--- config.mk ---
export PLATFORM = sky130hd
export DESIGN_NAME = fmv4_mul
export DESIGN_NICKNAME = d
export VERILOG_FILES = /design/src/design/fmv4_pkg.sv /design/src/design/fmv4_mul.sv
export SDC_FILE = /design/constraint.sdc
export NUM_CORES = 2
export LEC_CHECK = 0
export ABC_AREA = 0
export BUFFER_PORTS_ARGS = -buffer_cell sky130_fd_sc_hd__buf_4
export CAP_MARGIN = 40
export CORE_ASPECT_RATIO = 0.9
export CORE_UTILIZATION = 50
export CTS_BUF_LIST = sky130_fd_sc_hd__clkbuf_8 sky130_fd_sc_hd__clkbuf_16
export DETAILED_ROUTE_END_ITERATION = 6
export PLACE_DENSITY = 0.72
export SLEW_MARGIN = 10
export SYNTH_ARGS = -nofsm -noshare
export SYNTH_HDL_FRONTEND = slang
export SYNTH_SLANG_ARGS = --single-unit
--- constraint.sdc ---
create_clock -name i_clk -period 38.8 [get_ports i_clk]
set_clock_uncertainty 0.2 [all_clocks]
set_input_delay 7.76 -clock i_clk [delete_from_list [all_inputs] [get_ports i_clk]]
set_output_delay 7.76 -clock i_clk [all_outputs]
set_load 0.05 [all_outputs]
--- src/design/fmv4_pkg.sv ---
`timescale 1ns / 1ps
`default_nettype none
package fmv4_pkg;

    localparam int MAX_INPUT_LENGTH_DEF  = 4096;
    localparam int MAX_OUTPUT_LENGTH_DEF = 65536;
    localparam int IN_LEN_W   = 13;
    localparam int OUT_LEN_W  = 17;
    localparam int ADDR_W     = 3;

    localparam logic CFG_INPUT_LENGTH  = 1'b0;
    localparam logic CFG_OUTPUT_LENGTH = 1'b1;

    localparam logic [IN_LEN_W-1:0]  IN_LEN_RESET  = 13'd4;
    localparam logic [OUT_LEN_W-1:0] OUT_LEN_RESET = 17'd1;

    localparam logic [31:0] QNAN = 32'h7FC0_0000;

    typedef struct packed {
        logic        req_type;
        logic [31:0] value_bits;
    } t_in_item;

    typedef struct packed {
        logic [15:0] row_number;
        logic [31:0] result_bits;
        logic        final_row;
    } t_out_item;

    // per-column control carried along the product pipeline
    typedef struct packed {
        logic        vld;
        logic        tail;
        logic [1:0]  idx;
        logic        last;
        logic [1:0]  ntail;
        logic [15:0] row;
        logic        fin;
    } t_meta;

    // per-row control carried along the reduction pipeline
    typedef struct packed {
        logic        vld;
        logic [1:0]  ntail;
        logic [15:0] row;
        logic        fin;
    } t_info;

    // value = (sig / 2^47) * 2^(e - 127); normalize and round to nearest even
    function automatic logic [31:0] fp_round_pack(input logic sgn,
                                                  input logic signed [12:0] e,
                                                  input logic [47:0] sig);
        logic [5:0]         lz;
        logic               found;
        logic signed [12:0] ex;
        logic signed [12:0] sh;
        logic signed [12:0] rs;
        logic [47:0]        n;
        logic               sticky;
        logic               inc;
        logic [24:0]        m;
        logic [7:0]         ep;
        logic [31:0]        tot;
        lz = 6'd0;
        found = 1'b0;
        for (int i = 47; i >= 0; i--) begin
            if (!found) begin
                if (sig[i]) found = 1'b1;
                else        lz = lz + 6'd1;
            end
        end
        if (sig == 48'd0) return {sgn, 31'd0};
        ex = e - signed'({7'd0, lz});
        if (ex >= 13'sd255) return {sgn, 8'hFF, 23'd0};
        if (ex < 13'sd1) begin
            sh = e - 13'sd1;
            ex = 13'sd0;
        end else begin
            sh = signed'({7'd0, lz});
        end
        sticky = 1'b0;
        if (sh >= 13'sd0) begin
            n = sig << sh[5:0];
        end else begin
            rs = -sh;
            if (rs >= 13'sd48) begin
                n = 48'd0;
                sticky = |sig;
            end else begin
                n = sig >> rs[5:0];
                sticky = |(sig & ((48'd1 << rs[5:0]) - 48'd1));
            end
        end
        inc = n[23] & ((|n[22:0]) | sticky | n[24]);
        m   = {1'b0, n[47:24]} + {24'd0, inc};
        ep  = (ex == 13'sd0) ? 8'd0 : 8'(ex - 13'sd1);
        tot = {1'b0, ep, 23'd0} + {7'd0, m};
        if (tot >= 32'h7F80_0000) return {sgn, 8'hFF, 23'd0};
        return {sgn, tot[30:0]};
    endfunction

    function automatic logic [31:0] fp_add(input logic [31:0] a, input logic [31:0] b);
        logic [31:0] x;
        logic [31:0] y;
        logic [7:0]  ex;
        logic [7:0]  ey;
        logic [7:0]  d;
        logic [47:0] xs;
        logic [47:0] yf;
        logic [47:0] ys;
        logic [47:0] sum;
        if ((a[30:23] == 8'hFF && a[22:0] != 23'd0) ||
            (b[30:23] == 8'hFF && b[22:0] != 23'd0)) return QNAN;
        if (a[30:23] == 8'hFF) begin
            if (b[30:23] == 8'hFF && a[31] != b[31]) return QNAN;
            return a;
        end
        if (b[30:23] == 8'hFF) return b;
        if (a[30:0] < b[30:0]) begin
            x = b;
            y = a;
        end else begin
            x = a;
            y = b;
        end
        ex = (x[30:23] == 8'd0) ? 8'd1 : x[30:23];
        ey = (y[30:23] == 8'd0) ? 8'd1 : y[30:23];
        d  = ex - ey;
        xs = {1'b0, x[30:23] != 8'd0, x[22:0], 23'd0};
        yf = {1'b0, y[30:23] != 8'd0, y[22:0], 23'd0};
        if (d >= 8'd48) begin
            ys = {47'd0, |yf};
        end else begin
            ys = yf >> d[5:0];
            ys[0] = ys[0] | (|(yf & ((48'd1 << d[5:0]) - 48'd1)));
        end
        sum = (x[31] == y[31]) ? xs + ys : xs - ys;
        if (sum == 48'd0) return {x[31] & y[31], 31'd0};
        return fp_round_pack(x[31], signed'({5'd0, ex}) + 13'sd1, sum);
    endfunction

    function automatic logic [31:0] fp_canon(input logic [31:0] x);
        if (x[30:23] == 8'hFF && x[22:0] != 23'd0) return QNAN;
        return x;
    endfunction

endpackage
`default_nettype wire

--- src/design/fmv4_mul.sv ---
`timescale 1ns / 1ps
`default_nettype none
module fmv4_mul
    import fmv4_pkg::*;
(
    input  wire logic        i_clk,
    input  wire logic        i_en,
    input  wire logic [31:0] i_a,
    input  wire logic [31:0] i_b,
    output logic      [31:0] o_y
);
    // stage A: mantissa product; stage B: normalize and round
    logic               r_sgn;
    logic signed [12:0] r_exp;
    logic [47:0]        r_prod;
    logic               r_nan;
    logic               r_inf;
    logic [31:0]        r_y;

    logic a_nan, b_nan, a_inf, b_inf, a_zero, b_zero;
    logic [7:0] ea, eb;

    always_comb begin
        a_nan  = (i_a[30:23] == 8'hFF) && (i_a[22:0] != 23'd0);
        b_nan  = (i_b[30:23] == 8'hFF) && (i_b[22:0] != 23'd0);
        a_inf  = (i_a[30:0] == 31'h7F80_0000);
        b_inf  = (i_b[30:0] == 31'h7F80_0000);
        a_zero = (i_a[30:0] == 31'd0);
        b_zero = (i_b[30:0] == 31'd0);
        ea     = (i_a[30:23] == 8'd0) ? 8'd1 : i_a[30:23];
        eb     = (i_b[30:23] == 8'd0) ? 8'd1 : i_b[30:23];
    end

    always_ff @(posedge i_clk) begin
        if (i_en) begin
            r_sgn  <= i_a[31] ^ i_b[31];
            r_exp  <= signed'({5'd0, ea}) + signed'({5'd0, eb}) - 13'sd126;
            r_prod <= {24'd0, i_a[30:23] != 8'd0, i_a[22:0]} *
                      {24'd0, i_b[30:23] != 8'd0, i_b[22:0]};
            r_nan  <= a_nan | b_nan | (a_inf & b_zero) | (b_inf & a_zero);
            r_inf  <= a_inf | b_inf;
            if (r_nan)      r_y <= QNAN;
            else if (r_inf) r_y <= {r_sgn, 8'hFF, 23'd0};
            else            r_y <= fp_round_pack(r_sgn, r_exp, r_prod);
        end
    end

    assign o_y = r_y;
endmodule
`default_nettype wire

Word-level counts from Yosys, hierarchy flattened

Cells that the tools add are included.

Bits in registers: 96
Bits of input ports: 66
Output and inout port bits: 32
Word-level logic and storage cells: 627

$add $sub $neg: 56
Multipliers: 1
$lt $le $gt $ge: 5
Equal/unequal tests: 4
Shift-type cells: 3
Multiplexer cells: 524
Bitwise logic cells: 11
Reduce and logical (&&, ||, !) cells: 16

Operator list:

| operator                                              | count |
|---|---|
| 2-to-1 mux 6 bit                                      | 238 |
| 2-to-1 mux 48 bit                                     | 7 |
| adder 6 x 1 -> 6 bit, second input constant           | 47 |
| 2-to-1 mux 1 bit                                      | 257 |
| 2-to-1 mux 32 bit                                     | 7 |
| 2-to-1 mux 13 bit                                     | 12 |
| OR reduction 48 bit                                   | 2 |
| == test 31 bit, second input constant                 | 2 |
| zero test 31 bit                                      | 2 |
| AND 48 bit                                            | 1 |
| zero test 48 bit                                      | 1 |
| multiplier 24 x 24 -> 48 bit                          | 1 |
| left shift 1 x 6 -> 48 bit, first input constant      | 1 |
| left shift 48 x 6 -> 48 bit                           | 1 |
| >> shifter 48 x 6 -> 48 bit                           | 1 |
| subtractor 48 x 1 -> 48 bit, second input constant    | 1 |
| nonzero test 23 bit                                   | 2 |
| adder 31 x 25 -> 32 bit                               | 1 |
| >= comparator 32 x 31 -> 1 bit, second input constant | 1 |
| adder 24 x 1 -> 25 bit                                | 1 |
| 2-to-1 mux 8 bit                                      | 3 |
| OR reduction 23 bit                                   | 1 |
| == test 8 bit, second input constant                  | 2 |
| zero test 8 bit                                       | 2 |
| other kinds (17)                                      | 26 |

Longest topological paths before layout

Word-level depth: 326
Gate-level depth with buffers: 204
Depth with buffers taken out: 192

Least setup slack after synthesis

No wires, ideal clock.

Kind: reg2reg
Start: register r_prod[45]
End: register r_y[22], in the netlist o_y[22], data pin
Setup time: 256 ps
Arrival time: 36315 ps
Data required time: 38344 ps
Slack: 2029 ps
Stages on the path, launching flop included: 202
Path buffers: 11
Period minus slack after synthesis: 36771 ps
Path through: edfxtp_1 > buf_6 > or2_1 > and2_1 > ha_1 > nor2b_1 > o21a_1 > ha_1 > nand2_1 > nand2_1 > ha_1 > nand2_1 > a31oi_1 > ha_1 > mux2i_1 > o21ai_0 > nand2_1 > nand2_1 > [166 not listed] > mux2i_1 > o211a_1 > a31oi_1 > o221a_2 > o211ai_1 > o211ai_1 > a221oi_1 > inv_1 > o21bai_1 > ha_1 > nand3_2 > nor2_1 > nand3_2 > o21bai_2 > nand2_1 > mux2_2 > or4_1 > a41o_1

Word-level cells in the longest chain between the ends: 311
Elaborated cells between the ends (all ways): 527
Those cells by class: add/sub (51); order compare (5); shift (3); mux (459); bitwise (4); reduce/logical (5)

Ends and longest elaborated chain:

| what                     | RTL line       | source |
|---|---|---|
| start: declaration       | fmv4_mul.sv:15 | `logic [47:0] r_prod;` |
| start signal: assignment | fmv4_mul.sv:38 | `r_prod <= {24'd0, i_a[30:23] != 8'd0, i_a[22:0]} *` |
| 2-to-1 mux 6 bit         | fmv4_pkg.sv:68 | `if (sig[i]) found = 1'b1;` |
| 2-to-1 mux 6 bit         | fmv4_pkg.sv:67 | `if (!found) begin` |
| 2-to-1 mux 6 bit         | fmv4_mul.sv:43 | `else if (r_inf) r_y <= {r_sgn, 8'hFF, 23'd0};` |
| 2-to-1 mux 6 bit         | fmv4_mul.sv:42 | `if (r_nan) r_y <= QNAN;` |
| 2-to-1 mux 6 bit         | fmv4_mul.sv:35 | `if (i_en) begin` |
| adder 6 x 1 -> 6 bit     | fmv4_pkg.sv:69 | `else lz = lz + 6'd1;` |
| 2-to-1 mux 6 bit         | fmv4_pkg.sv:68 |  |
| 2-to-1 mux 6 bit         | fmv4_pkg.sv:67 |  |
| [295 not listed]         | --             |  |
| 2-to-1 mux 1 bit         | fmv4_pkg.sv:73 | `ex = e - signed'({7'd0, lz});` |
| 2-to-1 mux 1 bit         | fmv4_mul.sv:43 |  |
| 2-to-1 mux 1 bit         | fmv4_mul.sv:42 |  |
| 2-to-1 mux 1 bit         | fmv4_mul.sv:35 |  |
| 2-to-1 mux 32 bit        | fmv4_pkg.sv:99 | `return {sgn, tot[30:0]};` |
| 2-to-1 mux 32 bit        | fmv4_pkg.sv:75 | `if (ex < 13'sd1) begin` |
| 2-to-1 mux 32 bit *      | fmv4_pkg.sv:73 |  |
| 2-to-1 mux 32 bit *      | fmv4_mul.sv:43 |  |
| end signal: assignment   | fmv4_mul.sv:43 |  |
| end signal: assignment   | fmv4_mul.sv:44 | `else r_y <= fp_round_pack(r_sgn, r_exp, r_prod);` |
| end: declaration         | fmv4_mul.sv:18 | `logic [31:0] r_y;` |

Every way passes the cells marked *; elsewhere a longest branch is shown, timed or not. The select of a mux whose other input is x is not followed.
A chain may end at the register's enable or synchronous reset.

Final worst setup path

Start: register r_prod[45]
End: register r_y[4], in the netlist o_y[4], data pin

Word-level cells in the longest chain between the ends: 310
Elaborated cells between the ends (all ways): 526
Those cells by class: add/sub (51); order compare (5); shift (3); mux (458); bitwise (4); reduce/logical (5)

Ends and longest elaborated chain:

| what                 | RTL line |
|---|---|
| 2-to-1 mux 6 bit     | fmv4_pkg.sv:68 |
| 2-to-1 mux 6 bit     | fmv4_pkg.sv:67 |
| 2-to-1 mux 6 bit     | fmv4_mul.sv:43 |
| 2-to-1 mux 6 bit     | fmv4_mul.sv:42 |
| 2-to-1 mux 6 bit     | fmv4_mul.sv:35 |
| adder 6 x 1 -> 6 bit | fmv4_pkg.sv:69 |
| 2-to-1 mux 6 bit     | fmv4_pkg.sv:68 |
| 2-to-1 mux 6 bit     | fmv4_pkg.sv:67 |
| [294 not listed]     | -- |
| 2-to-1 mux 1 bit     | fmv4_pkg.sv:75 |
| 2-to-1 mux 1 bit     | fmv4_pkg.sv:73 |
| 2-to-1 mux 1 bit     | fmv4_mul.sv:43 |
| 2-to-1 mux 1 bit     | fmv4_mul.sv:42 |
| 2-to-1 mux 1 bit     | fmv4_mul.sv:35 |
| 2-to-1 mux 32 bit    | fmv4_pkg.sv:99 |
| 2-to-1 mux 32 bit    | fmv4_pkg.sv:75 |
| 2-to-1 mux 32 bit *  | fmv4_pkg.sv:73 |

Marks and branches as above.

==> flow_summary.ini <==
[timing]
max_slew_margin_pct = 36.9
report.final.setup_viol = 0
max_freq_mhz = 27.1
fin_crit_ns = 36.93
worst_pin_slew_ns = 0.943
whs_ns = 0.349
hold_viol_final = 0
final_max_slew_viol_count = 0
period_share_pct = 95.2

[floorplan]
initial_core_util_pct = 50.8
core_area_sq_um = 72000
dieArea_sq_um = 74300
row_count = 93
die_h_microns = 259
io_pins = 98
die_w_microns = 287

[placed_design]
gp_congestion = 1.04
place_hpwl_microns = 90500
place_area_sq_um = 37900
portBuffers = 97

[worst_setup_path]
cpPeakStageDelay_ns = 0.46
crit_path_top_delay_cell = edfxtp_1
rrSetupSlack_ns = 1.87
cp_max_fo = 8
critPathRequiredTime_ns = 38.74
endpoint_kind = flop
crit_path_frequent_cell = ha_1
rr_worst_depth = 192
crit_path_start_kind = flop
critical_path_class = reg -> reg
crit_arrival_ns = 36.86

[synth]
synthArstFlopShare_pct = 0
yosysUniqueCellTypes = 111
synth_top_area_share_pct = 26.5
synth-seq-cells = 93
yosysMostFrequentCell = nand2_1
synth_edf_count = 93
syn_avg_cell_area_sq_um = 7.86
netlist_area_sq_um = 36600
synth_area_leader_cell = fa_1
ys.flop_type = edfxtp_1
synth_area_leaders = fa_1 (26%), ha_1 (8.4%), nand2_1 (7.8%), edfxtp_1 (7.6%), inv_1 (5.9%)
syn-instance-count = 4658
ys_warn_count = 0
ys_top_cells_by_count = nand2_1 (765), inv_1 (571), fa_1 (484)
seq_area_frac_synth_pct = 7.63
synth_fp_nets = 5455

[routing]
vias_per_cell = 6.10
drc = 0
wl_microns = 119000
wl_met3_microns = 12100
drtAntennaViolNets = 0
wl_met2_microns = 51700
vias = 34000
firstDrtPassIters = 7
drt_iter0_drc = 3677
routedWlPerCell_microns = 21.3
highest_layer = met4
wl_met1_microns = 50400

[finish]
fin_nets = 5415
syn_to_final_growth_pct = 8.16
design_area_sq_um = 39600
drive_gt1_share_pct = 9.54
num_antenna_cells = 0

[clock_tree]
clk_latency_ns = 0.40
ctsHtreeMaxLevel = 3
root_buffer = clkbuf_16
cts.path.max_buffers = 2
cts.sinks = 93
clk_pin_slew_ns = 0.08
cts_buffers = 9
cts_tree = built

[global_route]
grt_max_degree = 119
grtUsageTotal_pct = 31.3
grt_pass1_wl_microns = 184000
grt_overflow = 0
grt_pass1_vias = 32800
antenna_found_initial = 0

[worst_hold_path]
hold_depth = 1
hp-class = reg -> reg

[outcome]
status = finished, final reports clean

[job]
cap_violations = 0
layout make-up:
type	count	area (sq um)
fill	6677	32400
multi-input combinational	3701	31100
sequential	93	2790
inverter	573	2160
timing repair buffer	240	2080
tap	950	1190
clock buffer	9	225
clock inverter	7	56.3
cell families after synthesis:
| group | count (synthesis) | synth area share, % |
|---|---|---|
| xor+xnor | 225 | 6.37 |
| mux | 205 | 5.73 |
| fa+ha+maj | 731 | 34.9 |
| simple gates | 1783 | 23.1 |
| compound gates | 757 | 13.0 |
| buf+inv | 864 | 9.19 |
| flops | 93 | 7.63 |
layout by cell type, fill, tap and decap left out, types with 13 or more instances in the layout:
cell type,Yosys,routed
o22ai_1,19,17
ha_1,247,239
o2111ai_1,13,13
nand4_1,35,35
a31oi_1,43,42
a21o_1,24,23
inv_1,571,568
o21bai_1,21,20
or4_1,19,18
nand3_1,118,115
o21ai_0,166,152
a211oi_1,23,22
mux2_2,16,16
and3_1,40,40
nor4_1,45,45
buf_4,14,215
o211ai_1,22,22
edfxtp_1,93,93
xnor2_1,127,124
a21oi_1,253,248
mux2i_1,187,165
o31ai_1,19,16
or3_1,24,22
o21ai_1,10,18
and2_1,228,228
nor3_1,93,92
fa_1,484,484
nor2b_1,41,41
nand2_1,765,761
nand2b_1,38,38
clkbuf_16,0,15
nor2_1,269,260
xor2_1,69,66
critical path: cells and delay by family (launching register included):
kind / cells / cell delay [ns]
xor+xnor: 3 / 0.47
buf+inv: 13 / 1.62
compound gates: 60 / 9.09
mux: 22 / 4.28
simple gates: 46 / 5.52
fa+ha+maj: 48 / 14.98
flops: 1 / 0.46
worst paths after layout:
check / endpoint / from
setup / recovery: o_y[4]$_SDFFCE_PP0P_ / r_prod[45]$_DFFE_PP_
hold / removal: o_y[31]$_SDFFCE_PP0P_ / r_sgn$_DFFE_PP_
setup reg to reg: o_y[4]$_SDFFCE_PP0P_ / r_prod[45]$_DFFE_PP_
hold reg to reg: o_y[31]$_SDFFCE_PP0P_ / r_sgn$_DFFE_PP_
flip-flops by register name, summed over array words and instances, names as in the netlist:
name and count:
r_inf 1, r_prod 48, o_y 32, r_sgn 1, r_nan 1, r_exp 10
repair_timing:
action	in CTS	in global routing
setup endpoints to repair	31	31
setup buffers	3	73
cloned	0	8
hold buffers	0	0
pin swaps	1	41
resized for setup	11	143
per-layer routing:
| metal | vias to the layer above | track usage (%) |
|---|---|---|
| li1 | 15300 | - |
| met1 | 16600 | 44.1 |
| met2 | 1804 | 48.4 |
| met3 | 290 | 5.61 |
| met4 | 0 | 10.8 |
| met5 | - | 0 |
through the flow:
step,setup TNS [ns],setup slack (ns),cells,utilization (%)
floorplan,0,2.03,4658,-
global placement,0,0.506,5471,52.6
detailed placement,-9.09,-0.425,5473,52.6
CTS,0,0.00377,5492,53.1
global route,-5.18,-0.264,5573,55.0
finish,0,1.87,5573,55.0
Power is not shown: default switching activity piles up to over one toggle a cycle in this logic, so the estimate is an artifact.
